===== src/hdl/mwc_pkg.sv =====
package mwc_pkg;

  // op codes carried in the input tuser
  typedef enum logic [1:0] {
    OP_SEED   = 2'd0,
    OP_RAW    = 2'd1,
    OP_RANGED = 2'd2,
    OP_GAUSS  = 2'd3
  } op_e;

  typedef enum logic [2:0] {
    ST_IDLE,
    ST_MDIV,
    ST_DDIV,
    ST_MUL,
    ST_ADD,
    ST_DRAWN,
    ST_QDIV,
    ST_FIN
  } state_e;

  localparam int unsigned DataW   = 32;
  localparam int unsigned DivW    = DataW + 1;  // divisor may reach 2^32
  localparam int unsigned DigitW  = 16;
  localparam int unsigned SeedTriesW = 20;      // seed loop gives up after 2^20 draws

  localparam logic [DigitW-1:0] MulZ = 16'd36969;
  localparam logic [DigitW-1:0] MulW = 16'd18000;

  localparam logic [DataW-1:0] SeedOfs  = 32'h1111_1111;
  localparam logic [DataW-1:0] ZReset   = 32'hBEEF_DEAD;
  localparam logic [DataW-1:0] WReset   = 32'hDEAD_BEEF;
  localparam logic [DataW-1:0] AllOnes  = 32'hFFFF_FFFF;
  localparam logic [DivW-1:0]  GaussDiv = 33'd6;
  localparam logic [2:0]       GaussDraws = 3'd6;

  typedef struct packed {
    logic             start;
    logic [DataW-1:0] dividend;
    logic [DivW-1:0]  divisor;
  } div_ctl_t;

  typedef struct packed {
    logic busy;
    logic done;
  } div_sts_t;

endpackage


===== src/hdl/mwc_random_generator_unit.sv =====
// Steps, accept to result valid: raw takes one draw, seed draws again on each zero draw,
// ranged one divide and one draw+divide round (a zero limit goes straight to the post), gaussian
// (a limit below six stops after its first divide): two divides, six draw+divide rounds, then the post.
// One transaction in flight; the next is accepted the cycle after the result is posted, even
// while that result still waits in the output register (a new result holds until it drains).
// Reset (async, active low) loads w = 0xDEADBEEF, z = 0xBEEFDEAD and empties the output.
module mwc_random_generator_unit
  import mwc_pkg::*;
(
  input  logic        clk_i,
  input  logic        rst_ni,
  // input stream
  input  logic        s_axis_tvalid,
  output logic        s_axis_tready,
  input  logic [95:0] s_axis_tdata,   // [31:0] stored_word, [63:32] fallback_seed, [95:64] limit
  input  logic [1:0]  s_axis_tuser,   // [1:0] op
  // result stream
  output logic        m_axis_tvalid,
  input  logic        m_axis_tready,
  output logic [31:0] m_axis_tdata,   // [31:0] number
  output logic        m_axis_tuser    // [0] bad_limit
);

  state_e state_q, state_d;
  op_e    op_q, op_d;
  op_e    in_op;

  logic [DataW-1:0]    in_stored, in_fallback, in_limit;

  // generator halves
  logic [DataW-1:0]    w_half_q, w_half_d;
  logic [DataW-1:0]    z_half_q, z_half_d;

  // bit-serial multiplier: accumulators and shifting low digits
  logic [DataW-1:0]    mz_q, mz_d;
  logic [DataW-1:0]    mw_q, mw_d;
  logic [DigitW-1:0]   zlo_q, zlo_d;
  logic [DigitW-1:0]   wlo_q, wlo_d;
  logic [3:0]          bit_cnt_q, bit_cnt_d;

  logic [DivW-1:0]     divisor_q, divisor_d;
  logic [DataW-1:0]    acc_q, acc_d;
  logic                bad_q, bad_d;
  logic [2:0]          rounds_q, rounds_d;
  logic [SeedTriesW:0] tries_q, tries_d;

  logic                out_valid_q, out_valid_d;
  logic [DataW-1:0]    out_data_q, out_data_d;
  logic                out_bad_q, out_bad_d;

  div_ctl_t            div_ctl;
  div_sts_t            div_sts;
  logic [DataW-1:0]    div_quo;

  logic [DataW-1:0]    w_seed, z_sum, z_seed;
  logic [DataW-1:0]    draw_w;

  assign in_stored   = s_axis_tdata[31:0];
  assign in_fallback = s_axis_tdata[63:32];
  assign in_limit    = s_axis_tdata[95:64];
  assign in_op       = op_e'(s_axis_tuser);

  // seed: all-ones stored word means unwritten, take the fallback
  assign w_seed = (in_stored == AllOnes) ? in_fallback : in_stored;
  assign z_sum  = ~w_seed + SeedOfs;
  assign z_seed = (z_sum == '0) ? ZReset : z_sum;

  // (z << 16) + w, only the upper digit needs an add
  assign draw_w = {z_half_q[DigitW-1:0] + w_half_q[DataW-1:DigitW], w_half_q[DigitW-1:0]};

  assign s_axis_tready = (state_q == ST_IDLE);

  mwc_div u_div (
    .clk_i      (clk_i),
    .rst_ni     (rst_ni),
    .ctl_i      (div_ctl),
    .sts_o      (div_sts),
    .quotient_o (div_quo)
  );

  always_comb begin
    state_d     = state_q;
    op_d        = op_q;
    w_half_d    = w_half_q;
    z_half_d    = z_half_q;
    mz_d        = mz_q;
    mw_d        = mw_q;
    zlo_d       = zlo_q;
    wlo_d       = wlo_q;
    bit_cnt_d   = bit_cnt_q;
    divisor_d   = divisor_q;
    acc_d       = acc_q;
    bad_d       = bad_q;
    rounds_d    = rounds_q;
    tries_d     = tries_q;
    out_valid_d = out_valid_q;
    out_data_d  = out_data_q;
    out_bad_d   = out_bad_q;
    div_ctl.start    = 1'b0;
    div_ctl.dividend = draw_w;
    div_ctl.divisor  = divisor_q;

    if (m_axis_tready) begin
      out_valid_d = 1'b0;
    end

    case (state_q)
      ST_IDLE: begin
        if (s_axis_tvalid) begin
          op_d      = in_op;
          acc_d     = '0;
          bad_d     = 1'b0;
          tries_d   = '0;
          bit_cnt_d = '0;
          mz_d      = '0;
          mw_d      = '0;
          zlo_d     = z_half_q[DigitW-1:0];
          wlo_d     = w_half_q[DigitW-1:0];
          case (in_op)
            OP_SEED: begin
              w_half_d = w_seed;
              z_half_d = z_seed;
              zlo_d    = z_seed[DigitW-1:0];
              wlo_d    = w_seed[DigitW-1:0];
              state_d  = ST_MUL;
            end
            OP_RAW: begin
              state_d = ST_MUL;
            end
            OP_RANGED: begin
              if (in_limit == '0) begin
                bad_d   = 1'b1;
                state_d = ST_FIN;
              end else begin
                rounds_d         = 3'd1;
                div_ctl.start    = 1'b1;
                div_ctl.dividend = AllOnes;
                div_ctl.divisor  = {1'b0, in_limit};
                state_d          = ST_DDIV;
              end
            end
            OP_GAUSS: begin
              rounds_d         = GaussDraws;
              div_ctl.start    = 1'b1;
              div_ctl.dividend = in_limit;
              div_ctl.divisor  = GaussDiv;
              state_d          = ST_MDIV;
            end
            default: state_d = ST_IDLE;
          endcase
        end
      end

      // effective gaussian bound = limit / 6
      ST_MDIV: begin
        if (div_sts.done) begin
          if (div_quo == '0) begin
            bad_d   = 1'b1;
            state_d = ST_FIN;
          end else begin
            div_ctl.start    = 1'b1;
            div_ctl.dividend = AllOnes;
            div_ctl.divisor  = {1'b0, div_quo};
            state_d          = ST_DDIV;
          end
        end
      end

      // scale divisor = 0xFFFFFFFF / bound + 1, kept in 33 bits
      ST_DDIV: begin
        if (div_sts.done) begin
          divisor_d = {1'b0, div_quo} + DivW'(1);
          mz_d      = '0;
          mw_d      = '0;
          zlo_d     = z_half_q[DigitW-1:0];
          wlo_d     = w_half_q[DigitW-1:0];
          bit_cnt_d = '0;
          state_d   = ST_MUL;
        end
      end

      // one multiplier bit per cycle, MSB first
      ST_MUL: begin
        mz_d      = {mz_q[DataW-2:0], 1'b0} + (zlo_q[DigitW-1] ? {16'b0, MulZ} : '0);
        mw_d      = {mw_q[DataW-2:0], 1'b0} + (wlo_q[DigitW-1] ? {16'b0, MulW} : '0);
        zlo_d     = {zlo_q[DigitW-2:0], 1'b0};
        wlo_d     = {wlo_q[DigitW-2:0], 1'b0};
        bit_cnt_d = bit_cnt_q + 4'd1;
        if (bit_cnt_q == 4'd15) begin
          state_d = ST_ADD;
        end
      end

      // add the carry digit (upper half)
      ST_ADD: begin
        z_half_d = mz_q + {16'b0, z_half_q[DataW-1:DigitW]};
        w_half_d = mw_q + {16'b0, w_half_q[DataW-1:DigitW]};
        state_d  = ST_DRAWN;
      end

      ST_DRAWN: begin
        mz_d      = '0;
        mw_d      = '0;
        zlo_d     = z_half_q[DigitW-1:0];
        wlo_d     = w_half_q[DigitW-1:0];
        bit_cnt_d = '0;
        case (op_q)
          OP_SEED: begin
            tries_d = tries_q + (SeedTriesW+1)'(1);
            if (draw_w != '0 || tries_d[SeedTriesW]) begin
              acc_d   = draw_w;
              state_d = ST_FIN;
            end else begin
              state_d = ST_MUL;
            end
          end
          OP_RAW: begin
            acc_d   = draw_w;
            state_d = ST_FIN;
          end
          default: begin
            div_ctl.start    = 1'b1;
            div_ctl.dividend = draw_w;
            div_ctl.divisor  = divisor_q;
            state_d          = ST_QDIV;
          end
        endcase
      end

      ST_QDIV: begin
        if (div_sts.done) begin
          acc_d    = acc_q + div_quo;
          rounds_d = rounds_q - 3'd1;
          if (rounds_q == 3'd1) begin
            state_d = ST_FIN;
          end else begin
            mz_d      = '0;
            mw_d      = '0;
            zlo_d     = z_half_q[DigitW-1:0];
            wlo_d     = w_half_q[DigitW-1:0];
            bit_cnt_d = '0;
            state_d   = ST_MUL;
          end
        end
      end

      // post result once the output register is free
      ST_FIN: begin
        if (!out_valid_q || m_axis_tready) begin
          out_valid_d = 1'b1;
          out_data_d  = acc_q;
          out_bad_d   = bad_q;
          state_d     = ST_IDLE;
        end
      end

      default: state_d = ST_IDLE;
    endcase
  end

  always_ff @(posedge clk_i or negedge rst_ni) begin
    if (!rst_ni) begin
      state_q     <= ST_IDLE;
      op_q        <= OP_SEED;
      w_half_q    <= WReset;
      z_half_q    <= ZReset;
      bit_cnt_q   <= '0;
      rounds_q    <= '0;
      tries_q     <= '0;
      out_valid_q <= 1'b0;
    end else begin
      state_q     <= state_d;
      op_q        <= op_d;
      w_half_q    <= w_half_d;
      z_half_q    <= z_half_d;
      bit_cnt_q   <= bit_cnt_d;
      rounds_q    <= rounds_d;
      tries_q     <= tries_d;
      out_valid_q <= out_valid_d;
    end
  end

  always_ff @(posedge clk_i) begin
    mz_q       <= mz_d;
    mw_q       <= mw_d;
    zlo_q      <= zlo_d;
    wlo_q      <= wlo_d;
    divisor_q  <= divisor_d;
    acc_q      <= acc_d;
    bad_q      <= bad_d;
    out_data_q <= out_data_d;
    out_bad_q  <= out_bad_d;
  end

  assign m_axis_tvalid = out_valid_q;
  assign m_axis_tdata  = out_data_q;
  assign m_axis_tuser  = out_bad_q;

  a_bad_zero: assert property (@(posedge clk_i) disable iff (!rst_ni)
    m_axis_tvalid && m_axis_tuser |-> m_axis_tdata == '0)
    else $error("bad_limit with nonzero number");

  a_div_free: assert property (@(posedge clk_i) disable iff (!rst_ni)
    div_ctl.start |-> !div_sts.busy)
    else $error("divider started while busy");

  a_accept_leaves_idle: assert property (@(posedge clk_i) disable iff (!rst_ni)
    s_axis_tvalid && s_axis_tready |=> state_q != ST_IDLE)
    else $error("accepted transaction did not start work");

  a_fin_posts: assert property (@(posedge clk_i) disable iff (!rst_ni)
    state_q == ST_FIN && (!out_valid_q || m_axis_tready) |=> out_valid_q)
    else $error("finished result not posted");

  a_z_nonzero: assert property (@(posedge clk_i) disable iff (!rst_ni)
    z_half_q != '0)
    else $error("z half collapsed to zero");

endmodule


===== src/hdl/mwc_div.sv =====
// Restoring divider, one quotient bit per cycle.
module mwc_div
  import mwc_pkg::*;
(
  input  logic             clk_i,
  input  logic             rst_ni,
  input  div_ctl_t         ctl_i,
  output div_sts_t         sts_o,
  output logic [DataW-1:0] quotient_o
);

  logic [DivW-1:0]  rem_q, rem_d;
  logic [DataW-1:0] quo_q, quo_d;
  logic [DivW-1:0]  dvsr_q, dvsr_d;
  logic [4:0]       cnt_q, cnt_d;
  logic             busy_q, busy_d;
  logic             done_q, done_d;

  logic [DivW:0] trial;
  logic [DivW:0] diff;
  logic          ge;

  assign trial = {rem_q, quo_q[DataW-1]};
  assign diff  = trial - {1'b0, dvsr_q};
  assign ge    = (trial >= {1'b0, dvsr_q});

  always_comb begin
    rem_d  = rem_q;
    quo_d  = quo_q;
    dvsr_d = dvsr_q;
    cnt_d  = cnt_q;
    busy_d = busy_q;
    done_d = 1'b0;
    if (ctl_i.start) begin
      rem_d  = '0;
      quo_d  = ctl_i.dividend;
      dvsr_d = ctl_i.divisor;
      cnt_d  = '0;
      busy_d = 1'b1;
    end else if (busy_q) begin
      rem_d = ge ? diff[DivW-1:0] : trial[DivW-1:0];
      quo_d = {quo_q[DataW-2:0], ge};
      cnt_d = cnt_q + 5'd1;
      if (cnt_q == 5'd31) begin
        busy_d = 1'b0;
        done_d = 1'b1;
      end
    end
  end

  always_ff @(posedge clk_i or negedge rst_ni) begin
    if (!rst_ni) begin
      cnt_q  <= '0;
      busy_q <= 1'b0;
      done_q <= 1'b0;
    end else begin
      cnt_q  <= cnt_d;
      busy_q <= busy_d;
      done_q <= done_d;
    end
  end

  always_ff @(posedge clk_i) begin
    rem_q  <= rem_d;
    quo_q  <= quo_d;
    dvsr_q <= dvsr_d;
  end

  assign sts_o.busy = busy_q;
  assign sts_o.done = done_q;
  assign quotient_o = quo_q;

  a_start_busy: assert property (@(posedge clk_i) disable iff (!rst_ni)
    ctl_i.start |=> busy_q)
    else $error("divider did not go busy after start");

  a_done_after_busy: assert property (@(posedge clk_i) disable iff (!rst_ni)
    done_q |-> $past(busy_q) && $past(cnt_q) == 5'd31)
    else $error("divider done without a full pass");

  a_busy_done_excl: assert property (@(posedge clk_i) disable iff (!rst_ni)
    $onehot0({busy_q, done_q}))
    else $error("divider busy and done together");

endmodule

===== config.mk =====
export PLATFORM = sky130hd
export DESIGN_NAME = mwc_random_generator_unit
export DESIGN_NICKNAME = d
export VERILOG_FILES = /design/src/hdl/mwc_pkg.sv /design/src/hdl/mwc_random_generator_unit.sv /design/src/hdl/mwc_div.sv
export SDC_FILE = /design/constraint.sdc
export NUM_CORES = 1
export LEC_CHECK = 0
export ABC_CLOCK_PERIOD_IN_PS = 4400
export BUFFER_PORTS_ARGS = -buffer_cell sky130_fd_sc_hd__buf_2
export CAP_MARGIN = 20
export CORE_ASPECT_RATIO = 1.4
export CORE_UTILIZATION = 55
export DETAILED_ROUTE_END_ITERATION = 8
export GPL_TIMING_DRIVEN = 0
export MAX_ROUTING_LAYER = met4
export PLACE_DENSITY_LB_ADDON = 0.05
export SLEW_MARGIN = 25
export SYNTH_ARGS = -nofsm -noshare
export SYNTH_HDL_FRONTEND = slang
export SYNTH_SLANG_ARGS = --single-unit
export TNS_END_PERCENT = 100

===== constraint.sdc =====
create_clock -name clk_i -period 4.4 [get_ports clk_i]
set_input_delay 0.88 -clock clk_i [delete_from_list [all_inputs] [get_ports clk_i]]
set_output_delay 0.88 -clock clk_i [all_outputs]
set_load 0.05 [all_outputs]

Word-level counts from Yosys, hierarchy flattened
Cells that the tools add are included.
{"block": "word_totals", "register_bits": 398, "inputBits": 102, "out_inout_bits": 35}
{"block": "op_classes", "n_addsub": 13, "order_cmp": 1, "n_eq_ne": 29, "muxes": 85, "bitwise_logic": 1, "reduce_logical": 29}
{"cell": "$mux 32", "count": 14}
{"cell": "$mux 66", "count": 5}
{"cell": "$pmux 32 s5", "count": 2}
{"cell": "$pmux 66 s3", "count": 1}
{"cell": "$pmux 32 s2", "count": 3}
{"cell": "$mux 16", "count": 11}
{"cell": "$pmux 16 s5", "count": 2}
{"cell": "$pmux 66 s2", "count": 1}
{"cell": "$add 32x16->32", "count": 3}
{"cell": "$logic_not 32->1", "count": 3}
{"cell": "$pmux 32 s3", "count": 1}
{"cell": "$mux 21", "count": 2}
{"cell": "$pmux 21 s2", "count": 1}
{"cell": "$mux 3", "count": 13}
{"cell": "$ge 34x33->1", "count": 1}
{"cell": "$add 32x1->33 const B", "count": 1}
{"cell": "$mux 33", "count": 1}
{"cell": "$sub 33x33->33", "count": 1}
{"cell": "$add 32x15->32", "count": 1}
{"cell": "$add 32x29->32 const B", "count": 1}
{"cell": "$add 32x32->32", "count": 1}
{"cell": "$eq 32x32->1 const B", "count": 1}
{"cell": "$not 32->32", "count": 1}
{"cell": "$reduce_bool 32->1", "count": 1}
{"cell": "other kinds (38)", "count": 86}

Longest topological paths before layout
{"block": "logic_depth", "ltp_word": 9, "mapped_depth": 17}

Hierarchy
Synthesis repeated with hierarchy kept, for this count alone.
{"block": "unflattened", "hier_cells": 2814, "hier_area_um2": 26140.1}
{"mod": "mwc_random_generator_unit", "n_inst": 1, "cells_per_inst": 2199, "area_each_um2": 20118.0}
{"mod": "mwc_div", "n_inst": 1, "cells_per_inst": 615, "area_each_um2": 6022.0}

Worst setup path after synthesis
OpenSTA, ideal clock, no wires.
{"block": "synth_path", "path_kind": "input to register", "from": "input port s_axis_tdata[89]", "to": "register u_div.quo_q[0], in the netlist u_div.quotient_o[0] (enable)", "setup_time_ns": 0.411, "arrival_time_ns": 4.033, "path_slack_ns": -0.045, "path_stages": 9, "path_buffers": 0, "cell_sequence": "nor4_1 nand4_1 or3_1 nand2_1 o22ai_1 nor2_1 clkinv_1 nor2_1 inv_1"}
{"element": "start, declared", "line_no": "mwc_random_generator_unit.sv:15", "rtl": "input logic [95:0] s_axis_tdata,"}
{"element": "end signal, assigned", "line_no": "mwc_div.sv:65", "rtl": "quo_q <= quo_d;"}
{"element": "end, declared", "line_no": "mwc_div.sv:13", "rtl": "logic [DataW-1:0] quo_q, quo_d;"}

Final worst setup path
{"block": "layout_path", "from": "input port s_axis_tdata[26]", "to": "register z_half_q[22]"}
{"block": "layout_between", "elab_chain_len": 9}
{"element": "$eq 32x32->1", "line_no": "mwc_random_generator_unit.sv:64", "rtl": "assign w_seed = (in_stored == AllOnes) ? in_fallback : in_stored;"}
{"element": "$mux 32 *", "line_no": "mwc_random_generator_unit.sv:64"}
{"element": "$not 32->32 *", "line_no": "mwc_random_generator_unit.sv:65", "rtl": "assign z_sum = ~w_seed + SeedOfs;"}
{"element": "$add 32x29->32 *", "line_no": "mwc_random_generator_unit.sv:65"}
{"element": "$logic_not 32->1", "line_no": "mwc_random_generator_unit.sv:66", "rtl": "assign z_seed = (z_sum == '0) ? ZReset : z_sum;"}
{"element": "$mux 32 *", "line_no": "mwc_random_generator_unit.sv:66"}
{"element": "$mux 32 *", "line_no": "mwc_random_generator_unit.sv:119", "rtl": "case (in_op)"}
{"element": "$mux 32 *", "line_no": "mwc_random_generator_unit.sv:109", "rtl": "if (s_axis_tvalid) begin"}
{"element": "$pmux 32 s2 *", "line_no": "mwc_random_generator_unit.sv:107", "rtl": "case (state_q)"}
{"element": "end signal, assigned", "line_no": "mwc_random_generator_unit.sv:266", "rtl": "z_half_q <= ZReset;"}
{"element": "end signal, assigned", "line_no": "mwc_random_generator_unit.sv:275", "rtl": "z_half_q <= z_half_d;"}
{"element": "end, declared", "line_no": "mwc_random_generator_unit.sv:32", "rtl": "logic [DataW-1:0] z_half_q, z_half_d;"}
Every way passes the cells marked *; elsewhere a longest branch is shown, timed or not. The select of a mux whose other input is x is not followed.
A chain may end at the register's enable or synchronous reset.

==> impl_metrics.toml <==
[layout]
multi_input_area_um2 = 14300
layout-drive-gt1-share_pct = 12.4
register_area_um2 = 11000
fillCellCount = 4065
layout.nets = 3283
synthToLayoutAreaGrowth_pct = 13.7
fin_cells = 3707
final_core_util_pct = 63.2

[synthesis]
synth_cell_types = 91
synth-edff-count = 256
syn_nets = 3077
synthSimpleGateAreaFrac_pct = 17.1
yosysWarnings = 0
avgSynthCellArea_um2 = 9.17
synth_top_family_by_area = "compound AO/OA/AOI/OAI gates"
synth_compound_area_share_pct = 21.3
synthArstFlopShare_pct = 26.6
synth-main-ff-cell = "edfxtp_1"
synth_fa_ha_area_share_pct = 6.43
synthXorXnorAreaFrac_pct = 7.52
ys_seq_elements = 394
synth.area.mux_share_pct = 1.31
synth_cells = 2844
ys_seq_area_share_pct = 42.3
syn_area_um2 = 26100

[worst_hold_path]
hold_class = "input pin to async pin"

[setup_path]
path_class = "input pin to register"
r2r_start = "w_half_q[16]$_DFFE_PN1P_"
cp-start-kind = "input pin"
cpPeakStageDelay_ns = 0.80
cp_common_cell = "buf_2"
path_cells = "buf_2, nand4_1, or4_4, nor2_4, buf_6, clkbuf_4, buf_2, clkbuf_1, mux2i_1, o22ai_1, a31oi_1"
worstPathArrival_ns = 4.84
cp_slowest_cell = "mux2i_1"
r2r.worst_path.cells = 14
required_ns = 4.89
worstSetupEndpointType = "register"
rr_endpoint = "acc_q[17]$_DFFE_PP_"
crit_fanout = 10
ff2ff_setup_slack_ns = 0.22

[floorplan]
ios = 137
start_util_pct = 55.6
die_height_um = 260
rows = 94
die_area_um2 = 48300
core_area_um2 = 46900
die_x_um = 186

[job]
drv_cap = 0

[timing]
clock_skew_ns = 0.0291
fin_crit_ns = 4.35
maxSlewHeadroom_pct = 27.1
slew_viol_final = 0
hold_violations = 0
tightest_slew_ns = 1.09
setup_viol = 0
fin_crit_sh_pct = 99.0
fmax_ghz = 0.230

[power_and_ir_drop]
power.density_nw_per_um2 = 831
p_leak_nw = 11.5
peakVddDrop_uv = 482

[route]
avgViaCountPerCell = 6.62
vias = 24548
drtIter0Drc = 2272
dr.pass1.iters = 9
wl_per_cell_um = 26.0
drc = 0
finalWirelength_um = 96300
ant_nets = 0

[clock_tree]
cts-root-buf = "clkbuf_16"
cts_tree = "yes"
cts_sinks = 394
cts_max_level = 2
cts_hold_buf = 0
clockBufferDepth = 3
clkLatencyLatePin_ns = 0.59
clk_pin_slew_worst_paths_ns = 0.06
cts_buffers = 42

[global_route]
grt_pass1_wl_um = 143000
grt_max_degree = 59
overflow = 0
grt_pass1_vias = 23915
grt_usage_pct = 41.1
antenna_found_initial = 1

[placed_design]
port_buffers = 129
hpwl_um = 73700
dp.cells = 3602
gp_congestion = 1.01

[outcome]
outcome = "finished, final reports clean"
## report_power, final
group	internal (mW)	switching, mW
Sequential	6.06	1.66
Combinational	4.78	8.42
Clock	2.15	1.57
## final cells by class
type	count	area share, %
Antenna cell	1	0.00844
Buffer	129	1.81
Clock buffer	50	3.72
Clock inverter	26	1.03
Inverter	145	1.87
Multi-Input combinational cell	2175	48.3
Sequential cell	394	37.2
Tap cell	624	2.63
Timing Repair Buffer	163	3.37
## metrics by stage
step	setup WS, ns	setup TNS (ns)	instance area [µm²]	hold WS, ns	power [mW]
after detailed placement	-1.19	-79.17	27700	0.445	20.3
final	0.0459	0	29600	0.246	24.6
after floorplan	0.104	0	26100	0.400	16.0
after global routing	-0.0713	-0.239	29600	0.271	25.9
after CTS	-0.0707	-0.0707	29300	0.253	24.2
after global placement	-1.38	-150.93	27500	0.448	19.9
## critical path: cells and delay by family
kind	cells	cell delay, ns
buffers and inverters	5	1.71
AOI/OAI and AO/OA	2	0.45
and+or+nand+nor	3	0.98
muxes	1	0.80
## worst max-delay path by stage
stage / startpoint / slack, ns / to / depth (start not counted)
6_report: s_axis_tdata[26] / 0.05 / z_half_q[22]$_DFFE_PN1P_ / 11
2_1_floorplan: s_axis_tdata[26] / 0.10 / zlo_q[15]$_DFFE_PP_ / 14
3_5_place_dp: s_axis_tdata[26] / -1.19 / zlo_q[9]$_DFFE_PP_ / 15
4_1_cts: s_axis_tdata[26] / -0.07 / zlo_q[9]$_DFFE_PP_ / 16
5_1_grt: s_axis_tdata[26] / -0.07 / zlo_q[11]$_DFFE_PP_ / 16
3_3_place_gp: s_axis_tdata[26] / -1.38 / zlo_q[9]$_DFFE_PP_ / 14
## cells in the mapped netlist (all sizes together) (56+ instances only)
cell type | n | area [µm²]
nand2 | 226 | 848
o21ai | 233 | 1180
dfrtp | 57 | 1430
xnor2 | 114 | 998
ha | 126 | 1580
clkbuf | 113 | 425
o22ai | 67 | 419
xor2 | 110 | 963
a21oi | 219 | 1100
edfxtp | 256 | 7690
nand3 | 65 | 325
nor2 | 272 | 1030
nand4 | 56 | 350
inv | 143 | 537
nor3 | 86 | 430
## logic make-up after synthesis
kind of cell / count (synthesis)
xor+xnor: 224
simple gates: 924
compound gates: 863
mux: 33
flops: 394
fa+ha+maj: 131
buf+inv: 275
## cells in the final DEF (no fill, tap or decap), types with 109 or more instances in the layout
cell        n
nor2_1    264
nand2_1   224
o21ai_0   221
xor2_1    109
xnor2_1   112
inv_1     141
buf_2     136
a21oi_1   216
edfxtp_1  256
ha_1      126
clkbuf_1  112
## sequential cells by signal, summed over array words and instances (netlist names)
name and count:
mz_q 32, state_q 3, acc_q 32, u_div.rem_q 33, u_div.dvsr_q 33, wlo_q 16, m_axis_tuser 1, m_axis_tdata 32
tries_q 21, divisor_q 33, rounds_q 3, op_q 2, u_div.cnt_q 5, u_div.done_q 1, zlo_q 16, mw_q 28
w_half_q 32, u_div.quotient_o 32, m_axis_tvalid 1, z_half_q 32, u_div.busy_q 1, bit_cnt_q 4, bad_q 1
## metal layers
layer / global-route usage (%) / vias to the layer above / routed length (µm)
met5: - / - / 0
met4: 31.9 / 0 / 9370
met3: 7.59 / 452 / 7190
met2: 68.3 / 1303 / 47000
met1: 42.7 / 11771 / 32800
li1: - / 11022 / -
## timing repair
action / CTS / global route
buffers inserted: 7 / 22
pin swaps: 2 / 7
gates resized for setup: 33 / 44
setup endpoints to repair: 127 / 134
cloned: 0 / 0
(Power assumes the default switching activity.)
